==> config.mk <==
export PLATFORM = sky130hd
export DESIGN_NAME = tpims_sqrt
export DESIGN_NICKNAME = d
export VERILOG_FILES = /design/src/hw/rtl/tpims_sqrt.sv
export SDC_FILE = /design/constraint.sdc
export NUM_CORES = 1
export LEC_CHECK = 0
export CORE_MARGIN = 2
export CORE_UTILIZATION = 36
export CTS_BUF_LIST = sky130_fd_sc_hd__clkbuf_16
export DETAILED_ROUTE_END_ITERATION = 6
export DONT_BUFFER_PORTS = 1
export MAX_ROUTING_LAYER = met4
export SLEW_MARGIN = 10
export SYNTH_ARGS = -nofsm -noshare
export SYNTH_HDL_FRONTEND = slang
export SYNTH_SLANG_ARGS = --single-unit
==> constraint.sdc <==
create_clock -name clk -period 2.24 [get_ports clk]
set_clock_uncertainty 0.2 [all_clocks]
set_input_delay 0.336 -clock clk [delete_from_list [all_inputs] [get_ports clk]]
set_output_delay 0.336 -clock clk [all_outputs]
set_load 0.01 [all_outputs]
==> src/hw/rtl/tpims_sqrt.sv <==
`default_nettype none
module tpims_sqrt #(
  parameter int K = 8,
  parameter int SW = 1
) (
  input wire logic clk,
  input wire logic rst,
  input wire logic en,
  input wire logic in_valid,
  input wire logic [2*K-1:0] radicand,
  input wire logic [SW-1:0] side_in,
  output logic out_valid,
  output logic [K-1:0] root,
  output logic [K+1:0] rem,
  output logic [SW-1:0] side_out
);

  logic v_a [K+1];
  logic [K-1:0] root_a [K+1];
  logic [K+1:0] rem_a [K+1];
  logic [2*K-1:0] rad_a [K+1];
  logic [SW-1:0] side_a [K+1];

  assign v_a[0] = in_valid;
  assign root_a[0] = '0;
  assign rem_a[0] = '0;
  assign rad_a[0] = radicand;
  assign side_a[0] = side_in;

  for (genvar i = 0; i < K; i++) begin : g_stage
    logic [K+1:0] rem_sh;
    logic [K+1:0] trial;
    logic [K+1:0] rem_sub;
    logic take;

    always_comb begin
      rem_sh = {rem_a[i][K-1:0], rad_a[i][2*K-1 -: 2]};
      trial = {root_a[i], 2'b01};
      rem_sub = rem_sh - trial;
      take = (rem_sh >= trial);
    end

    always_ff @(posedge clk) begin
      if (rst) begin
        v_a[i+1] <= 1'b0;
      end else if (en) begin
        v_a[i+1] <= v_a[i];
      end
    end

    always_ff @(posedge clk) begin
      if (en) begin
        root_a[i+1] <= {root_a[i][K-2:0], take};
        rem_a[i+1] <= take ? rem_sub : rem_sh;
        rad_a[i+1] <= {rad_a[i][2*K-3:0], 2'b00};
        side_a[i+1] <= side_a[i];
      end
    end
  end

  assign out_valid = v_a[K];
  assign root = root_a[K];
  assign rem = rem_a[K];
  assign side_out = side_a[K];

endmodule
`default_nettype wire

After elaboration in Yosys (flattened, before gate mapping):

Cells that the tools add are included.

* flip-flop bits (word level): 169
* word-level logic and storage cells: 64

* $add $sub $neg: 8
* order comparisons: 8
* multiplexer cells: 8

Operator list (count)
* 2-to-1 mux 8 bit: 6
* >= comparator 10 x 3 -> 1 bit: 1
* >= comparator 10 x 4 -> 1 bit: 1
* >= comparator 10 x 5 -> 1 bit: 1
* >= comparator 10 x 6 -> 1 bit: 1
* >= comparator 10 x 7 -> 1 bit: 1
* >= comparator 10 x 8 -> 1 bit: 1
* >= comparator 10 x 9 -> 1 bit: 1
* 2-to-1 mux 10 bit: 1
* subtractor 10 x 9 -> 10 bit: 1
* subtractor 8 x 3 -> 8 bit: 1
* subtractor 8 x 4 -> 8 bit: 1
* subtractor 8 x 5 -> 8 bit: 1
* subtractor 8 x 6 -> 8 bit: 1
* subtractor 8 x 7 -> 8 bit: 1
* subtractor 8 bit: 1
* subtractor 2 x 1 -> 3 bit, second input constant: 1
* >= comparator 2 x 1 -> 1 bit, second input constant: 1
* 2-to-1 mux 2 bit: 1

Logic depth before layout (Yosys ltp):

Gate-level depths: netlist of run 1.

* depth after elaboration: 2
* gate-level depth with buffers: 8

Worst setup path before layout of run 1:

No wires, ideal clock.

* path kind: reg-to-reg
* start: register rem_a, in the netlist g_stage[3].rem_sh[2]
* end: register rem_a, in the netlist g_stage[4].rem_sh[5], data pin
* arrival: 2006 ps
* data required time: 1780 ps
* setup slack: -226 ps
* cell stages (with the launch flop): 7
* cell sequence: edfxtp_1 -> ha_1 -> nor2b_4 -> o31a_1 -> or4b_1 -> buf_6 -> mux2_4

* longest elaborated chain between the ends: 2
* elaborated cells on any way between the ends: 3
* those cells by class: 1 x add/sub; 1 x order compare; 1 x mux

Ends and longest elaborated chain
* from (decl): RTL line 20 `logic [K+1:0] rem_a [K+1];`
* from (signal, indexed assignment): RTL line 54 `rem_a[i+1] <= take ? rem_sub : rem_sh;`
* >= comparator 10 x 5 -> 1 bit: RTL line 40 `take = (rem_sh >= trial);`
* via g_stage[3].take: RTL line 34 `logic take;`
* 2-to-1 mux 8 bit: RTL line 54

The timed path passes the listed nets, and every way through them passes these cells.
A chain may end at the register's enable or synchronous reset.

Worst setup path after layout of run 1:

* start: register rem_a, in the netlist g_stage[3].rem_sh[2]
* end: register rem_a, in the netlist g_stage[4].rem_sh[6], data pin

* longest elaborated chain between the ends: 2
* elaborated cells on any way between the ends: 3
* those cells by class: 1 x add/sub; 1 x order compare; 1 x mux

Ends and longest elaborated chain (RTL line)
* subtractor 8 x 5 -> 8 bit or >= comparator 10 x 5 -> 1 bit (tied branches): 39, 40
* 2-to-1 mux 8 bit (*): 54

Mark *: on every way between the ends. The rest lies on a longest branch, timed or not.

==> results.md, run 1 <==
- Clock slew at reported path FFs: 0.06 ns
- GP Congestion: approximately 0.9
- Hold_ws: -0.122 ns
- I/O pins: 41
- Static leakage: 0.00380 uW
- Gr usage total: 0.120
- 1st-pass router iterations: 6
- Hpwl dp: ~8000 microns
- Max_cap viols: 0
- Required @ worst endpoint: approximately 2.2 ns
- Placement row count: 53
- I/O Buffers: 0
- Post-cts hold buffer count: 28
- Asr flop ratio synth: 0
- Area grow syn2layout: 29.2%
- Global-route wire length before repair: 20600 microns
- Pins Over Slew Limit: 0
- Remaining DRCs: 0
- Largest net degree at the start of global routing: 170
- Worst Setup Slack, final: -0.183 ns
- Post-Synthesis Cells: between 500 and 600
- Final period util: 1.08
- Flops & latches, synth: approximately 170
- DR vias: about 4600
- Post-synth top cells: 161 x edfxtp_1, 48 x inv_1, 42 x ha_1, 33 x nor2_1, 25 x a21oi_1
- CP Capture Type: flop
- Failing checks: hold timing, setup timing
- Power per cell area: 888 nW/um^2
- CTS max path bufs: 2
- Final wirelength: 12700 microns
- Layout Nets: 725
- Die width: ~150 microns
- Top FF cell, synth: edfxtp_1
- Total die area: 22200 sq um
- Synthesized area per cell: 14.1 sq um
- Worst VDD drop: 0.562 mV
- Status: finished with violations
- Hold Crit Class: input pin to flop
- Seq/Total Area, Yosys: 0.660
- Design Area, Final: around 10000 sq um
- GR Overflow Total: 0
- DR iter-0 viols: between 200 and 250
- Post-synth top area share: 0.639
- Hold Violations, Final: roughly 160
- Top post-synthesis cells by area: edfxtp_1 64%, ha_1 6.9%, mux2_2 2.8%
- Final setup violation count: 17
- CTS Buf Count: 17
- H-tree depth: 4
- Cell Area, Synth: 7570 sq um
- Most frequent cell after synthesis: edfxtp_1
- CP Launch Type: flop
- Synth cell types: 54
- CTS tree: yes
- CTS root buffer: clkbuf_16
- Fin crit period: between 2 and 2.5 ns
- Vias in the first global route: between 4000 and 5000
- CP Class: flop to flop
- Post-Syn Nets: 600
- Via density: between 4 and 5
- Setup TNS Final: -1.56 ns
- Core Region: 20800 sq um
- Clk_lat worst skew: around 0.43 ns
- RSZ-0062 raised after global routing: true
- Crit-path max FO: 4
- Post-DRT Antenna Nets: 0
- CP arrival: ~2.4 ns
- Layout cells sized above 1: 0.286
- Yosys top cell by area: edfxtp_1
- F_max: 0.413 GHz
- Area after DPL: 8460 sq um
- Post-synth EDFFs: 161
- # diodes: 0
- Pwr Total: roughly 8700 uW
- Die height: between 100 and 150 microns
- CTS Sinks: 169
- YS warnings: 0
- Starting density of the core: 0.363
- DR WL/cell: 13.4 microns
- Initial antenna violation count: 0
flip-flops by register name (all words and copies together), names as in the netlist:
name,flops
g_stage.rem_sh,65
g_stage.trial,28
out_valid,1
rad_a,42
rem,10
root,8
side_a,7
side_out,1
v_a,7
per-layer routing:
layer | wire length [microns] | GRT usage
met2 | 6780 | 0.211
met5 | 0 | -
met4 | 479 | 0.0757
met1 | 5040 | 0.117
met3 | 405 | 0.0333
area by class of cell:
type                            count  area [sq um]
Fill cell                        1852         11000
Sequential cell                   169          4990
Multi-Input combinational cell    315          2760
Timing Repair Buffer              111           918
Clock buffer                       17           425
Tap cell                          275           344
Inverter                           48           180
Clock inverter                     15           150
worst paths after layout:
check                  startpoint                   end  slack, ns  cells after the start
max          g_stage[3].rem_sh[2]  g_stage[4].rem_sh[6]      -0.18                      5
max reg2reg  g_stage[3].rem_sh[2]  g_stage[4].rem_sh[6]      -0.18                      5
min reg2reg            rad_a[101]             rad_a[87]       0.21                      0
min                            en             side_a[4]      -0.12                      0
power by group:
group	total, uW	switching (uW)	leakage (uW)	internal (uW)
combinational	1700	748	0.00190	950
sequential	4110	200	0.00161	3910
clock	2870	1220	0.000290	1650
total	8680	2170	0.00380	6510
stage by stage:
stage	cells	worst slack (ns)	utilization
3_5_place_dp	874	-0.174	0.406
2_1_floorplan	537	-0.149	-
5_1_grt	950	-0.220	0.469
4_1_cts	945	-0.116	0.458
3_3_place_gp	874	-0.137	0.406
6_report	950	-0.183	0.469
logic make-up after synthesis:
kind of cell	after synthesis	synth area share
flops	169	0.660
simple gates	117	0.0827
compound gates	86	0.0699
buf+inv	53	0.0274
fa+ha+maj	42	0.0694
mux	35	0.0508
xor+xnor	34	0.0393
other cells	1	0.000495
critical path, stage by stage, from the launching register on:
cell	delay, ns
edfxtp_1	0.46
ha_4	0.25
nor2b_4	0.12
o31a_1	0.26
or4b_4	0.57
mux2_4	0.31
repair_timing:
action / 4_1_cts / 5_1_grt
endpoints found under the hold margin: 187 / 161
pin swaps: 16 / 8
setup buffers: 11 / 5
endpoints found under the setup margin: 34 / 45
resized for setup: 38 / 36
placed cells by master (no fill, tap or decap), types with 12 or more instances in the layout:
master	Yosys	layout
ha_4	0	12
a21oi_1	25	21
nor2_1	33	28
dlygate4sd3_1	0	28
inv_1	48	45
nand2_1	23	21
clkbuf_16	0	17
ha_1	42	30
xnor2_1	24	23
edfxtp_1	161	161
mux2_2	19	16
mux2i_1	14	14
o21ai_0	24	18
o21a_1	12	12
buf_4	0	79
No activity file was read; power rests on OpenSTA's default activity.
==> run 2, diff against run 1 <==
- ABC_AREA: not set -> 1
==> results.md, run 2 <==
- Synthesized area per cell: 10.5 sq um (was 14.1 sq um)
- 1st-pass router iterations: 4 (was 6)
- Finished Layout Cells: 1118 (was 950)
- Clock slew at reported path FFs: 0.07 ns (was 0.06 ns)
- Placement row count: 54 (was 53)
- Post-synth EDFFs: 161 (unchanged)
- Flops & latches, synth: 169 (unchanged)
- Post-Syn Nets: 827 (was 600)
- Most frequent cell after synthesis: nand2_1 (was edfxtp_1)
- CTS Buf Count: 17 (unchanged)
- Total die area: 23500 sq um (was 22200 sq um)
- F_max: 0.478 GHz (was 0.413 GHz)
- Clk_lat worst skew: 0.43 ns (about the same)
- Post-Synthesis Cells: 764 (was 537)
- Initial antenna violation count: 0 (unchanged)
- I/O pins: 41 (unchanged)
- Layout cells sized above 1: 0.0931 (was 0.286)
- Final setup violation count: 0 (was 17)
- Post-synth top area share: 0.601 (was 0.639)
- Hold Violations, Final: 110 (was 161)
- GP Congestion: 0.856 (was 0.889)
- DR vias: 4998 (was 4579)
- Cell Area, Synth: 8040 sq um (was 7570 sq um)
- Largest net degree at the start of global routing: 171 (was 170)
- GR Overflow Total: 0 (unchanged)
- YS warnings: 0 (unchanged)
- Final wirelength: 13700 microns (was 12700 microns)
- CTS max path bufs: 2 (unchanged)
- Crit-path max FO: 8 (was 4)
- H-tree depth: 4 (unchanged)
- Static leakage: 0.00410 uW (was 0.00380 uW)
- Core Region: 21900 sq um (was 20800 sq um)
- Multi-input gate area: 2590 sq um (was 2760 sq um)
- Hold_ws: -0.155 ns (was -0.122 ns)
- Starting density of the core: 0.367 (was 0.363)
- Die height: 153 microns (was 149 microns)
- CTS tree: yes (unchanged)
- Fillers: 2118 (was 1852)
- Gr usage total: 0.124 (was 0.120)
- CP Launch Type: flop (unchanged)
- Vias in the first global route: 4916 (was 4700)
- Pwr Total: 8490 uW (was 8680 uW)
- Status: finished with violations (unchanged)
- Yosys top cell by area: edfxtp_1 (unchanged)
- Area grow syn2layout: 17.6% (was 29.2%)
- Max_cap viols: 0 (unchanged)
- Post-DRT Antenna Nets: 0 (unchanged)
- Required @ worst endpoint: 2.22 ns (was 2.21 ns)
- Commonest non-fill, non-tap cell in the layout: nand2_1 (was edfxtp_1)
- Top FF cell, synth: edfxtp_1 (unchanged)
- Post-cts hold buffer count: 35 (was 28)
- CP Class: flop to flop (unchanged)
- Via density: 4.47 (was 4.82)
- Layout Nets: 888 (was 725)
- Top post-synthesis cells by area: edfxtp_1 60%, nand2_1 10%, ha_1 6.5% (was edfxtp_1 64%, ha_1 6.9%, mux2_2 2.8%)
- Register cell area after layout: 4990 sq um (unchanged)
- Power per cell area: 898 nW/um^2 (was 888 nW/um^2)
- DR iter-0 viols: 271 (was 242)
- Die width: 153 microns (was 149 microns)
- Asr flop ratio synth: 0 (unchanged)
- Pins Over Slew Limit: 0 (unchanged)
- FF-to-FF setup slack: 0.15 ns (was -0.18 ns)
- Setup TNS Final: 0 ns (was -1.56 ns)
- Post-synth top cells: 221 x nand2_1, 161 x edfxtp_1, 127 x inv_1, 48 x nand3_1, 42 x ha_1 (was 161 x edfxtp_1, 48 x inv_1, 42 x ha_1, 33 x nor2_1, 25 x a21oi_1)
- Final period util: 0.934 (was 1.08)
- DR WL/cell: 12.2 microns (was 13.4 microns)
- Synth cell types: 37 (was 54)
- Failing checks: hold timing (was hold timing, setup timing)
- Worst VDD drop: 0.480 mV (was 0.562 mV)
- Hold Crit Class: input pin to flop (unchanged)
- Max reg flops: 65 (unchanged)
- CP Capture Type: flop (unchanged)
- CTS Sinks: 169 (unchanged)
- CP arrival: 2.08 ns (was 2.39 ns)
- Remaining DRCs: 0 (unchanged)
- Most frequent cells in the layout: 221 x nand2_1, 161 x edfxtp_1, 126 x inv_1 (was 161 x edfxtp_1, 79 x buf_4, 45 x inv_1)
- Global-route wire length before repair: 22800 microns (was 20600 microns)
- Hold path cells: 0 (unchanged)
- Seq/Total Area, Yosys: 0.621 (was 0.660)
- CTS root buffer: clkbuf_16 (unchanged)
- Hpwl dp: 9070 microns (was 8050 microns)
- I/O Buffers: 0 (unchanged)
- # diodes: 0 (unchanged)
- FF-to-FF path depth: 10 (was 5)
- Fin crit period: 2.09 ns (was 2.42 ns)
- Dpl cells: 1047 (was 874)
run 2: changes by cell type after synthesis, moves of 5 or more:
cell and delta:
nor2b_1 -8, o21a_1 -11, nand2b_1 -7, xnor2_1 -15, and2_1 -5, mux2_2 -19
nor2_2 +6, nand3_1 +44, nand2_1 +198, a21o_1 -5, mux2i_1 -14, inv_1 +79
nand2_2 +6
run 2: critical path, cell delays in order, from the launching register on:
cell,delay (ns)
edfxtp_1,0.45
ha_4,0.32
nand2_1,0.08
inv_1,0.09
nand2_1,0.09
nand3_2,0.09
nand2_1,0.06
nand2_2,0.14
clkinvlp_4,0.19
nand2_1,0.10
nand2_1,0.05
run 2: logic make-up after synthesis:
| group | share of synthesized area |
|---|---|
| flops | 0.621 |
| compound gates | 0.0431 |
| xor+xnor | 0.0238 |
| other cells | 0.000467 |
| fa+ha+maj | 0.0654 |
| simple gates | 0.182 |
| buf+inv | 0.0643 |
run 2: power by group:
| group | total (uW) | leakage [uW] | switching (uW) | internal (uW) |
|---|---|---|---|---|
| clock | 2950 | 0.000303 | 1300 | 1650 |
| sequential | 4100 | 0.00162 | 199 | 3900 |
| combinational | 1440 | 0.00218 | 850 | 588 |
run 2: cell type report:
class                           count  area share
Tap cell                          280      0.0371
Timing Repair Buffer               46      0.0458
Clock buffer                       20      0.0530
Inverter                          129      0.0519
Multi-Input combinational cell    462       0.274
Clock inverter                     12     0.00993
Sequential cell                   169       0.528
run 2: repair_timing:
action	in CTS	in global routing
setup buffers	0	4
hold endpoints to repair	187	161
gates resized for setup	0	7
endpoints found under the setup margin	0	9
run 2: routing by layer:
layer / global-route usage / vias to the layer above / share of wire
li1: - / 2642 / -
met1: 0.141 / 2256 / 0.45
met2: 0.211 / 83 / 0.50
met3: 0.0289 / 17 / 0.030
met4: 0.0481 / 0 / 0.018
met5: - / - / 0
run 2: worst paths after layout:
| kind | startpoint | end |
|---|---|---|
| max | g_stage[7].rem_sh[5] | rem[4] |
| min | en | rad_a[102] |
| min reg2reg | rad_a[72] | rad_a[58] |
| max reg2reg | g_stage[7].rem_sh[5] | rem[4] |
run 2: per-stage QoR:
stage                     utilization  hold slack (ns)  setup WS (ns)  instance area [sq um]
after floorplan                     -            0.200          0.377                   8040
after global placement          0.384            0.201          0.147                   8410
after detailed placement        0.384            0.205          0.143                   8410
after CTS                       0.427           -0.191          0.133                   9360
after global routing            0.432           -0.187       -0.00494                   9450
final                           0.432           -0.155          0.147                   9450
